--- config.mk ---
export PLATFORM = sky130hd
export DESIGN_NAME = ordered_unique_value_list_top
export DESIGN_NICKNAME = d
export VERILOG_FILES = /design/src/rtl/olv_pkg.sv /design/src/rtl/olv_cell.sv /design/src/rtl/ordered_unique_value_list_top.sv
export SDC_FILE = /design/constraint.sdc
export NUM_CORES = 2
export LEC_CHECK = 0
export BUFFER_PORTS_ARGS = -buffer_cell sky130_fd_sc_hd__buf_2
export CAP_MARGIN = 20
export CORE_ASPECT_RATIO = 0.7
export CORE_MARGIN = 8
export CORE_UTILIZATION = 63
export CTS_BUF_LIST = sky130_fd_sc_hd__clkbuf_8
export CTS_CLUSTER_DIAMETER = 100
export DETAILED_ROUTE_END_ITERATION = 6
export PLACE_DENSITY_LB_ADDON = 0.2
export SYNTH_ARGS = -nofsm -noshare
export SYNTH_HDL_FRONTEND = slang
export SYNTH_HIERARCHICAL = 1
export SYNTH_SLANG_ARGS = --single-unit
--- constraint.sdc ---
create_clock -name clk_i -period 12 [get_ports clk_i]
set_input_delay 2.4 -clock clk_i [delete_from_list [all_inputs] [get_ports clk_i]]
set_output_delay 2.4 -clock clk_i [all_outputs]
set_load 0.05 [all_outputs]
--- src/rtl/olv_pkg.sv ---
package olv_pkg;

  // List geometry
  localparam int unsigned CAPACITY = 16;
  localparam int unsigned POS_W    = $clog2(CAPACITY);
  localparam int unsigned COUNT_W  = 5;
  localparam int unsigned IDX_W    = 4;
  localparam int unsigned VAL_W    = 32;

  // Request codes
  typedef enum logic [2:0] {
    REQ_INS_HEAD  = 3'd0,
    REQ_INS_TAIL  = 3'd1,
    REQ_RM_HEAD   = 3'd2,
    REQ_RM_VALUE  = 3'd3,
    REQ_CONTAINS  = 3'd4,
    REQ_READ_IDX  = 3'd5,
    REQ_READ_HEAD = 3'd6,
    REQ_NOP       = 3'd7
  } olv_req_e;

  // Result status codes
  typedef enum logic [2:0] {
    ST_OK       = 3'd0,
    ST_DUP      = 3'd1,
    ST_FULL     = 3'd2,
    ST_EMPTY    = 3'd3,
    ST_NOTFOUND = 3'd4,
    ST_RANGE    = 3'd5
  } olv_status_e;

  // Sequencer states
  typedef enum logic {
    OLV_IDLE,
    OLV_EXEC
  } olv_state_e;

  // Commands broadcast to every cell of the chain
  typedef struct packed {
    logic capture;    // register the compare of each entry against the new key
    logic push_head;  // shift every entry one place toward the tail
    logic push_tail;  // load the key into the first free cell
    logic remove;     // shift entries at and after the removed place toward the head
  } olv_cell_ctl_t;

endpackage

--- src/rtl/olv_cell.sv ---
module olv_cell (
  input  logic                                clk_i,
  input  logic                                rst_ni,
  input  olv_pkg::olv_cell_ctl_t              ctl_i,
  input  logic [olv_pkg::VAL_W-1:0]           cmp_key_i,
  input  logic [olv_pkg::VAL_W-1:0]           load_key_i,
  input  logic                                valid_i,
  input  logic                                tail_i,
  input  logic [olv_pkg::VAL_W-1:0]           prev_val_i,
  input  logic [olv_pkg::VAL_W-1:0]           next_val_i,
  input  logic                                seen_i,
  output logic [olv_pkg::VAL_W-1:0]           val_o,
  output logic                                match_o,
  output logic                                seen_o
);
  import olv_pkg::*;

  logic [VAL_W-1:0] value_q, value_d;
  logic             match_q, match_d;

  // Select the entry's next value from the neighbors or the key
  always_comb begin
    value_d = value_q;
    if (ctl_i.push_head) begin
      value_d = prev_val_i;
    end else if (ctl_i.push_tail && tail_i) begin
      value_d = load_key_i;
    end else if (ctl_i.remove && (seen_i || match_q)) begin
      value_d = next_val_i;
    end
  end

  // Compare the held entry with the incoming key
  assign match_d = ctl_i.capture ? (valid_i && (value_q == cmp_key_i)) : match_q;

  always_ff @(posedge clk_i) begin
    value_q <= value_d;
  end

  always_ff @(posedge clk_i or negedge rst_ni) begin
    if (!rst_ni) begin
      match_q <= 1'b0;
    end else begin
      match_q <= match_d;
    end
  end

  // Pass the removal mark down the chain
  assign seen_o  = seen_i || match_q;
  assign val_o   = value_q;
  assign match_o = match_q;

endmodule

--- src/rtl/ordered_unique_value_list_top.sv ---
// Ordered list of up to 16 distinct signed 32-bit values, head at position 0.
// Input channel: in_valid_i / in_stall_o with req_type_i, value_i, index_i.
// Output channel: out_valid_o / out_stall_i with data_o, found_o, status_o,
// count_o. Each request gives exactly one result transaction.
// The list lives in a chain of cells. In the accept cycle every cell compares
// its entry with value_i and registers the match; in the next cycle the
// sequencer decides the request, and once the output register is free all
// cells shift or load at once and the result is loaded into that register.
// A new request is not accepted until the previous one has finished its
// update cycle of the chain, which follows its compare cycle.
// The output register holds a finished result while the receiver stalls; the
// next request may be accepted meanwhile, but its update cycle waits until
// the output register is free, and in_stall_o stays high until then.
// Reset empties the list (count zero) and drops any pending result. Entries
// themselves are not cleared; only positions below the count are ever read.
module ordered_unique_value_list_top (
  input  logic                               clk_i,
  input  logic                               rst_ni,
  input  logic                               in_valid_i,
  output logic                               in_stall_o,
  input  logic [2:0]                         req_type_i,
  input  logic signed [olv_pkg::VAL_W-1:0]   value_i,
  input  logic [olv_pkg::IDX_W-1:0]          index_i,
  output logic                               out_valid_o,
  input  logic                               out_stall_i,
  output logic signed [olv_pkg::VAL_W-1:0]   data_o,
  output logic                               found_o,
  output logic [2:0]                         status_o,
  output logic [olv_pkg::COUNT_W-1:0]        count_o
);
  import olv_pkg::*;

  olv_state_e state_q, state_d;

  logic [2:0]         req_q;
  logic [VAL_W-1:0]   key_q;
  logic [IDX_W-1:0]   index_q;
  logic [COUNT_W-1:0] count_q, count_d;

  logic               out_valid_q;
  logic [VAL_W-1:0]   data_q;
  logic               found_q;
  logic [2:0]         status_q;

  logic capture, exec_fire;

  logic [CAPACITY-1:0][VAL_W-1:0] cell_val;
  logic [CAPACITY-1:0]            cell_match;
  logic [CAPACITY:0]              seen_chain;
  olv_cell_ctl_t                  ctl;

  logic               hit, empty, full;
  logic [VAL_W-1:0]   res_data;
  logic               res_found;
  olv_status_e        res_status;
  logic               op_push_head, op_push_tail, op_remove, op_rm_head;
  logic [POS_W-1:0]   rd_pos;

  // Next state
  always_comb begin
    state_d = state_q;
    unique case (state_q)
      OLV_IDLE: if (in_valid_i) state_d = OLV_EXEC;
      OLV_EXEC: if (exec_fire)  state_d = OLV_IDLE;
      default:  state_d = OLV_IDLE;
    endcase
  end

  // Sequencer outputs
  always_comb begin
    in_stall_o = 1'b1;
    capture    = 1'b0;
    exec_fire  = 1'b0;
    unique case (state_q)
      OLV_IDLE: begin
        in_stall_o = 1'b0;
        capture    = in_valid_i;
      end
      OLV_EXEC: begin
        exec_fire = !out_valid_q || !out_stall_i;
      end
      default: ;
    endcase
  end

  always_ff @(posedge clk_i or negedge rst_ni) begin
    if (!rst_ni) begin
      state_q <= OLV_IDLE;
    end else begin
      state_q <= state_d;
    end
  end

  // Hold the accepted request
  always_ff @(posedge clk_i) begin
    if (capture) begin
      req_q   <= req_type_i;
      key_q   <= $unsigned(value_i);
      index_q <= index_i;
    end
  end

  // Decide the request from the registered matches
  assign hit    = |cell_match;
  assign empty  = (count_q == '0);
  assign full   = (count_q == COUNT_W'(CAPACITY));
  assign rd_pos = POS_W'(index_q);

  always_comb begin
    res_data     = '0;
    res_found    = 1'b0;
    res_status   = ST_OK;
    op_push_head = 1'b0;
    op_push_tail = 1'b0;
    op_remove    = 1'b0;
    op_rm_head   = 1'b0;
    count_d      = count_q;
    unique case (olv_req_e'(req_q))
      REQ_INS_HEAD, REQ_INS_TAIL: begin
        if (hit) begin
          res_status = ST_DUP;
        end else if (full) begin
          res_status = ST_FULL;
        end else begin
          op_push_head = (olv_req_e'(req_q) == REQ_INS_HEAD);
          op_push_tail = (olv_req_e'(req_q) == REQ_INS_TAIL);
          count_d      = count_q + COUNT_W'(1);
        end
      end
      REQ_RM_HEAD: begin
        if (empty) begin
          res_status = ST_EMPTY;
        end else begin
          res_data   = cell_val[0];
          op_remove  = 1'b1;
          op_rm_head = 1'b1;
          count_d    = count_q - COUNT_W'(1);
        end
      end
      REQ_RM_VALUE: begin
        if (empty) begin
          res_status = ST_EMPTY;
        end else if (hit) begin
          // the removed entry equals the key
          res_data  = key_q;
          op_remove = 1'b1;
          count_d   = count_q - COUNT_W'(1);
        end else begin
          res_status = ST_NOTFOUND;
        end
      end
      REQ_CONTAINS: begin
        res_found = hit;
      end
      REQ_READ_IDX: begin
        if (empty) begin
          res_status = ST_EMPTY;
        end else if (COUNT_W'(index_q) >= count_q) begin
          res_status = ST_RANGE;
        end else begin
          res_data = cell_val[rd_pos];
        end
      end
      REQ_READ_HEAD: begin
        if (empty) begin
          res_status = ST_EMPTY;
        end else begin
          res_data = cell_val[0];
        end
      end
      REQ_NOP: ;
      default: ;
    endcase
  end

  // Drive the cell commands
  assign ctl.capture   = capture;
  assign ctl.push_head = exec_fire && op_push_head;
  assign ctl.push_tail = exec_fire && op_push_tail;
  assign ctl.remove    = exec_fire && op_remove;
  assign seen_chain[0] = op_rm_head;

  // Cell chain
  for (genvar i = 0; i < CAPACITY; i++) begin : g_cell
    logic [VAL_W-1:0] prev_val, next_val;
    logic             cell_valid, cell_tail;

    assign prev_val   = (i == 0) ? key_q : cell_val[(i == 0) ? 0 : i - 1];
    assign next_val   = (i == CAPACITY - 1) ? cell_val[i]
                                            : cell_val[(i == CAPACITY - 1) ? i : i + 1];
    assign cell_valid = (COUNT_W'(i) < count_q);
    assign cell_tail  = (COUNT_W'(i) == count_q);

    olv_cell u_cell (
      .clk_i      (clk_i),
      .rst_ni     (rst_ni),
      .ctl_i      (ctl),
      .cmp_key_i  ($unsigned(value_i)),
      .load_key_i (key_q),
      .valid_i    (cell_valid),
      .tail_i     (cell_tail),
      .prev_val_i (prev_val),
      .next_val_i (next_val),
      .seen_i     (seen_chain[i]),
      .val_o      (cell_val[i]),
      .match_o    (cell_match[i]),
      .seen_o     (seen_chain[i+1])
    );
  end

  // Advance the count and the output valid
  always_ff @(posedge clk_i or negedge rst_ni) begin
    if (!rst_ni) begin
      count_q     <= '0;
      out_valid_q <= 1'b0;
    end else begin
      if (exec_fire) begin
        count_q     <= count_d;
        out_valid_q <= 1'b1;
      end else if (!out_stall_i) begin
        out_valid_q <= 1'b0;
      end
    end
  end

  // Load the result payload
  always_ff @(posedge clk_i) begin
    if (exec_fire) begin
      data_q   <= res_data;
      found_q  <= res_found;
      status_q <= res_status;
    end
  end

  assign out_valid_o = out_valid_q;
  assign data_o      = $signed(data_q);
  assign found_o     = found_q;
  assign status_o    = status_q;
  assign count_o     = count_q;

`ifndef ASSERT_OFF
  a_count_bound: assert property (@(posedge clk_i) disable iff (!rst_ni)
    count_q <= COUNT_W'(CAPACITY))
    else $error("count exceeds capacity");

  a_accept_busy: assert property (@(posedge clk_i) disable iff (!rst_ni)
    (in_valid_i && !in_stall_o) |=> (in_stall_o && state_q == OLV_EXEC))
    else $error("accepted transaction did not start the update cycle");

  a_unique_match: assert property (@(posedge clk_i) disable iff (!rst_ni)
    (state_q == OLV_EXEC) |-> $onehot0(cell_match))
    else $error("list holds a value twice");

  a_count_stable: assert property (@(posedge clk_i) disable iff (!rst_ni)
    !exec_fire |=> $stable(count_q))
    else $error("count changed outside an update cycle");
`endif

endmodule

# Word-level counts from Yosys, hierarchy flattened
# Index checks and enable logic that the tools add are counted.
[word_totals] rom_bits=0 regBits=610 in_bits=43 latchBits=0 out_inout_bits=43 memories=0 ram_bits=0
[classes] mux=88 add_sub_neg=2 multipliers=0 div_mod_pow=0 n_eq_ne=44 magnitude_cmp=18 n_shift=0 bitwise_logic=1 reduce_logical=91
[op_table] cell="2-to-1 mux 32 bit" n=53
[op_table] cell="equality test 32 bit" n=16
[op_table] cell="binary-select mux 32 bit (select 4 bit)" n=1
[op_table] cell="one-hot mux 32 bit (3 select lines)" n=1
[op_table] cell="logical AND 1 bit" n=50
[op_table] cell="nonzero test 3 bit" n=16
[op_table] cell="equality test 4 x 5 -> 1 bit (first input constant)" n=8
[op_table] cell="< comparator 4 x 5 -> 1 bit (first input constant)" n=8
[op_table] cell="2-to-1 mux 5 bit" n=5
[op_table] cell="equality test 3 x 5 -> 1 bit (first input constant)" n=4
[op_table] cell="< comparator 3 x 5 -> 1 bit (first input constant)" n=4
[op_table] cell="2-to-1 mux 1 bit" n=17
[op_table] cell="logical OR 1 bit" n=16
[op_table] cell="OR reduction 16 bit" n=1
[op_table] cell="one-hot mux 5 bit (3 select lines)" n=1
[op_table] cell="2-to-1 mux 3 bit" n=4
[op_table] cell="one-hot mux 3 bit (4 select lines)" n=1
[op_table] cell="equality test 2 x 5 -> 1 bit (first input constant)" n=2
[op_table] cell="< comparator 1 x 5 -> 1 bit (first input constant)" n=2
[op_table] cell="< comparator 2 x 5 -> 1 bit (first input constant)" n=2
[op_table] cell="!= test 2 bit (second input constant)" n=5
[op_table] cell="equality test 3 bit (second input constant)" n=3
[op_table] cell="AND reduction 7 bit" n=1
[op_table] cell="equality test 3 x 2 -> 1 bit (second input constant)" n=2
[op_table] cell="other kinds (16)" n=21

# Longest topological paths before layout
[depth] depth_word=22 ltp_mapped=23 mapped_depth_nobuf=22

# Hierarchy
# Netlist, hierarchy kept.
[by_module_without_submodules] module="olv_cell" seq_area_each_um2=985.9 cells_per_inst=187 n_inst=16 area_per_inst_um2=2013.2
[by_module_without_submodules] module="ordered_unique_value_list_top" seq_area_each_um2=2427.3 cells_per_inst=556 n_inst=1 area_per_inst_um2=7463.4

# Worst setup path before layout
# OpenSTA, ideal clock, no wires.
[synth_path] path_kind="reg2reg" from="reg count_q[1] (netlist: count_o[1])" to="reg g_cell[15].u_cell.value_q[0], enable pin" path_stages_with_launch=24 arrival_ps=6846 path_buffers=1 path_slack_ps=4747 cell_sequence="dfrtp_1 > inv_1 > ha_1 > or4b_1 > buf_2 > inv_1 > nor3_1 > or2_2 > or2_2 > or2_2 > or2_2 > or2_2 > or2_2 > or2_2 > or2_2 > or2_2 > or2_2 > or2_2 > or2_2 > or2_2 > or2_2 > or2_2 > or2_2 > a221o_1"
[synth_between] elab_chain_len=7 word_cells_on_any_way=12
[synth_rtl] element="start: declaration" line="ordered_unique_value_list_top.sv:38" text="logic [COUNT_W-1:0] count_q, count_d;"
[synth_rtl] element="start signal: assignment" line="ordered_unique_value_list_top.sv:218" text="count_q <= count_d;"
[synth_rtl] element="equality test 5 bit" line="ordered_unique_value_list_top.sv:106" text="assign full = (count_q == COUNT_W'(CAPACITY));"
[synth_rtl] element="2-to-1 mux 1 bit" line="ordered_unique_value_list_top.sv:122" text="end else if (full) begin"
[synth_rtl] element="2-to-1 mux 1 bit" line="ordered_unique_value_list_top.sv:120" text="if (hit) begin"
[synth_rtl] element="2-to-1 mux 1 bit" line="ordered_unique_value_list_top.sv:118" text="unique case (olv_req_e'(req_q))"
[synth_rtl] element="logical AND 1 bit" line="ordered_unique_value_list_top.sv:179" text="assign ctl.push_tail = exec_fire && op_push_tail;"
[synth_rtl] element="logical AND 1 bit" line="olv_cell.sv:26" text="end else if (ctl_i.push_tail && tail_i) begin"
[synth_rtl] element="nonzero test 2 bit (no line) (*)"
[synth_rtl] element="end signal: assignment" line="olv_cell.sv:37" text="value_q <= value_d;"
[synth_rtl] element="end: declaration" line="olv_cell.sv:18" text="logic [VAL_W-1:0] value_q, value_d;"
# Every way passes the cells marked *; elsewhere a longest branch is shown, timed or not.
# A chain may end at the register's enable or synchronous reset.

# Final worst setup path
[layout_path] from="reg count_q[1] (netlist: count_o[1])" to="reg g_cell[15].u_cell.value_q[10], enable pin"
# Same word-level chain as after synthesis.

==> impl_summary.log <==
INFO  metric run_status = finished, violations left
INFO  metric violations = design-rule violations
INFO  metric timing.critical_path.buf_inv = 2
INFO  metric final_period_minus_worst_setup_slack = 7.58 ns
INFO  metric achievable-frequency = 132 MHz
INFO  metric final_worst_clock_skew = 0.0295 ns
INFO  metric power.ir.vdd_worst = 0.128 mV
INFO  metric most_frequent_cell_on_the_critical_path = sky130_fd_sc_hd__or2_2
INFO  metric post_drt_via_cell_ratio = 6.88
INFO  metric nets = ~3600
INFO  metric crit_arrival = 7.96 ns
INFO  metric whs_endpoint = out_valid_o
INFO  metric post_cts_resized = 0
INFO  metric worst_hold_path_type = reg2reg
INFO  metric clock_insertion_delay_at_the_later_pin_of_the_skew_report = 0.75 ns
INFO  metric dp_worst_setup_slack = 4.53 ns
INFO  metric syn-num-nets = 3600
INFO  metric reg2reg_setup_slack = 4.42 ns
INFO  metric cts_made_buffers = 97
INFO  metric seq_area_frac_synth = a little under half
INFO  metric p_leak = 17.0 nW
INFO  metric critical_path.endpoint_type = register
INFO  metric p_sw_share = 36.6%
INFO  metric flow.area_growth_from_synthesis = 7.26%
INFO  metric crit_path_start = count_o[1]
INFO  metric synth_area_per_cell = 11.2 um2
INFO  metric floorplan.core_area = about 63000 um2
INFO  metric maxSlewHeadroom = 14.2%
INFO  metric initial_core_util = 63.3%
INFO  metric drt_drc_violations_left = 1
INFO  metric critical_path.reg2reg.startpoint = count_o[1]
INFO  metric clock_tree.buffer_depth = 3
INFO  metric synth_async_sr_flop_share = 3.77%
INFO  metric timing.max_cap.violations = 0
INFO  metric finalMaxSlewViolations = 0
INFO  metric cts_tree = built
INFO  metric routed_wire_length_per_instance = around 28 um
INFO  metric dr.first_iter.drc_count = approximately 4900
INFO  metric port_buffers = 85
INFO  metric dp.final_hpwl = 83400 um
INFO  metric gp_congestion = 0.963
INFO  metric pin_count = 86
INFO  metric layout_commonest_cell = sky130_fd_sc_hd__edfxtp_1
INFO  metric h-tree-depth = 3
INFO  metric cts_root_buf = sky130_fd_sc_hd__clkbuf_8
INFO  metric cell_internal_pwr = 4.16 mW
INFO  metric antenna_left = 0
INFO  metric cp_max_fo = 32
INFO  metric synth_warnings = 6
INFO  metric max_stage_delay = 0.65 ns
INFO  metric yosys_most_used_dff = sky130_fd_sc_hd__edfxtp_1
INFO  metric drive_gt1_share = 12.5%
INFO  metric crit_chain = inv_1 -> ha_1 -> or4b_1 -> inv_1 -> nor3_1 -> or2_2 -> or2_2 -> or2_2 -> or2_2 -> or2_2 -> or2_2 -> or2_2 -> or2_2 -> or2_2 -> or2_2 -> or2_2 -> or2_2 -> or2_2 -> or2_2 -> or2_2 -> or2_2 -> a221o_2
INFO  metric fin_setup_tns = 0 ns
INFO  metric clockPowerShare = 26.4%
INFO  metric pin_count_of_the_biggest_net_entering_global_routing = 288
INFO  metric tritoncts_num_sinks = 610
INFO  metric ratio_of_final_minimum_period_to_clock_period = 63.2%
INFO  metric comb_power_share = a little over a quarter
INFO  metric dr.pass1.iters = 7
INFO  metric critical-path-top-delay-family = simple AND/OR/NAND/NOR gates
INFO  metric worst-setup-path-type = reg2reg
INFO  metric postRouteWirelength = around 120000 um
INFO  metric via_count_of_the_first_global_routing_pass = around 29000
INFO  metric crit_path_setup_slack_layout = 4.42 ns
INFO  metric synthesis.instances = roughly 3500
INFO  metric switchingPower = 2.40 mW
INFO  metric height_of_the_die = 226 um
INFO  metric power.density_cell_area = 154 nW/um2
INFO  metric unrepaired_setup_endpoints_after_global_routing = no
INFO  metric rows = 77
INFO  metric clkTransAtPathRegs = 0.06 ns
INFO  metric setup_viol = 0
INFO  metric grt_antenna_before_repair = 15
INFO  metric power.sequential.fraction = 46.2%
INFO  metric total_die_area = 71400 um2
INFO  metric mappedNetlistArea = 39700 um2
INFO  metric start_kind = register
INFO  metric die_w = 316 um
INFO  metric cts_hold_repair.buffers = 0
INFO  metric critPathRequiredTime = 12.38 ns
INFO  metric post-route-util = 67.8%
INFO  metric yosys.cell_types.count = 49
INFO  metric globalRouteOverflowTotal = 0
INFO  metric timing.reg2reg.worst_path_depth = 22
INFO  metric num_vias = 30732
INFO  metric layout_common_cells = sky130_fd_sc_hd__edfxtp_1, sky130_fd_sc_hd__nand2_1, sky130_fd_sc_hd__o21ai_0, sky130_fd_sc_hd__mux2i_1, sky130_fd_sc_hd__xor2_1
INFO  metric edff_count_synth = between 500 and 600
INFO  metric max_slew.worst_pin.slew = 1.28 ns
INFO  metric min-delay-start = out_valid_o
INFO  metric grt_usage = 34.2%
INFO  metric slowest_stage = sky130_fd_sc_hd__a221o_2
INFO  metric worstReg2RegEnd = g_cell[15].u_cell/val_o[10]
INFO  metric worstHoldPathCells = 2
INFO  metric cts.repair_timing.setup_buffer_count = 0
INFO  metric synth.ff_latch_count = 610
INFO  metric hold_violations = 0
INFO  metric grt_pass1_wl = around 190000 um
## final cells by class
class / count / area, um2
tap: 829 / 1040
fill: 4702 / 20200
timing repair buffer: 128 / 881
sequential: 610 / 18200
inverter: 26 / 97.6
clock buffer: 97 / 1340
antenna: 6 / 15.0
multi-input combinational: 2693 / 20500
clock inverter: 78 / 449
## worst max-delay path by stage
stage	endpoint	slack (ns)	depth (start not counted)
6_report	g_cell[15].u_cell/val_o[10]	4.42	22
5_1_grt	g_cell[15].u_cell/val_o[27]	4.23	22
2_1_floorplan	g_cell[15].u_cell/val_o[0]	4.75	23
4_1_cts	g_cell[15].u_cell/val_o[13]	4.52	22
3_3_place_gp	g_cell[15].u_cell/val_o[25]	4.68	22
3_5_place_dp	g_cell[15].u_cell/val_o[10]	4.53	22
## power by group through the flow
| stage | Clock, mW | Combinational (mW) | Sequential [mW] |
|---|---|---|---|
| floorplan | 0 | 1.05 | 3.14 |
| global placement | 0 | 1.70 | 3.04 |
| detailed placement | 0 | 1.74 | 3.06 |
| CTS | 1.75 | 1.75 | 3.02 |
| global route | 1.84 | 1.90 | 3.06 |
| finish | 1.73 | 1.80 | 3.03 |
## flip-flops by register name (all words and copies together), names as in the netlist
register / cells
g_cell.u_cell/val_o: 512
data_o: 32
g_cell.prev_val: 32
g_cell.u_cell/match_o: 16
count_o: 5
index_q: 4
req_q: 3
status_o: 3
found_o: 1
out_valid_o: 1
state_q: 1
## cells by family (layout without fill, tap and decap cells)
| family | count (synthesis) | count (layout) | share of synthesized area [%] |
|---|---|---|---|
| multiplexers | 644 | 644 | 20.3 |
| other | 0 | 6 | 0 |
| flip-flops | 610 | 610 | 45.9 |
| buffers and inverters | 245 | 329 | 2.63 |
| AND/OR/NAND/NOR | 833 | 833 | 9.39 |
| adder cells (fa/ha/maj) | 9 | 9 | 0.284 |
| XOR/XNOR | 517 | 517 | 11.4 |
| AO/OA/AOI/OAI | 690 | 690 | 10.1 |
## layer usage
| metal | part of all wire (%) | track usage [%] |
|---|---|---|
| met1 | 40 | 50.4 |
| met5 | 0.032 | 0 |
| met2 | 40 | 46.0 |
| met4 | 4.9 | 14.9 |
| met3 | 14 | 10.5 |
## worst min-delay path: stages (launching register included)
cell and delay [ns]:
sky130_fd_sc_hd__dfrtp_1 0.34, sky130_fd_sc_hd__nand2_1 0.07, sky130_fd_sc_hd__nand2b_1 0.07
## Yosys cell counts, types with 30 or more instances
master                       n  area [um2]
sky130_fd_sc_hd__a22o_1     64         561
sky130_fd_sc_hd__mux4_2    128        2880
sky130_fd_sc_hd__a22oi_1    31         233
sky130_fd_sc_hd__buf_2      67         335
sky130_fd_sc_hd__clkbuf_1  141         529
sky130_fd_sc_hd__o21ai_0   517        2590
sky130_fd_sc_hd__xor2_1    320        2800
sky130_fd_sc_hd__mux2i_1   516        5160
sky130_fd_sc_hd__edfxtp_1  587       17600
sky130_fd_sc_hd__o21ai_1    30         150
sky130_fd_sc_hd__xnor2_1   197        1730
sky130_fd_sc_hd__nor4_1     86         538
sky130_fd_sc_hd__nor2_1     48         180
sky130_fd_sc_hd__nand4_1    65         407
sky130_fd_sc_hd__nand2_1   552        2070
## per-stage QoR
stage	std cells	power, mW	area [um2]	hold slack [ns]
after global placement	4280	4.75	40600	0.478
after CTS	4455	6.52	42400	0.512
after floorplan	3548	4.20	39700	0.539
after global routing	4463	6.80	42500	0.544
final	4467	6.56	42600	0.510
after detailed placement	4280	4.80	40600	0.496
Power figures use the tool's default switching activity.
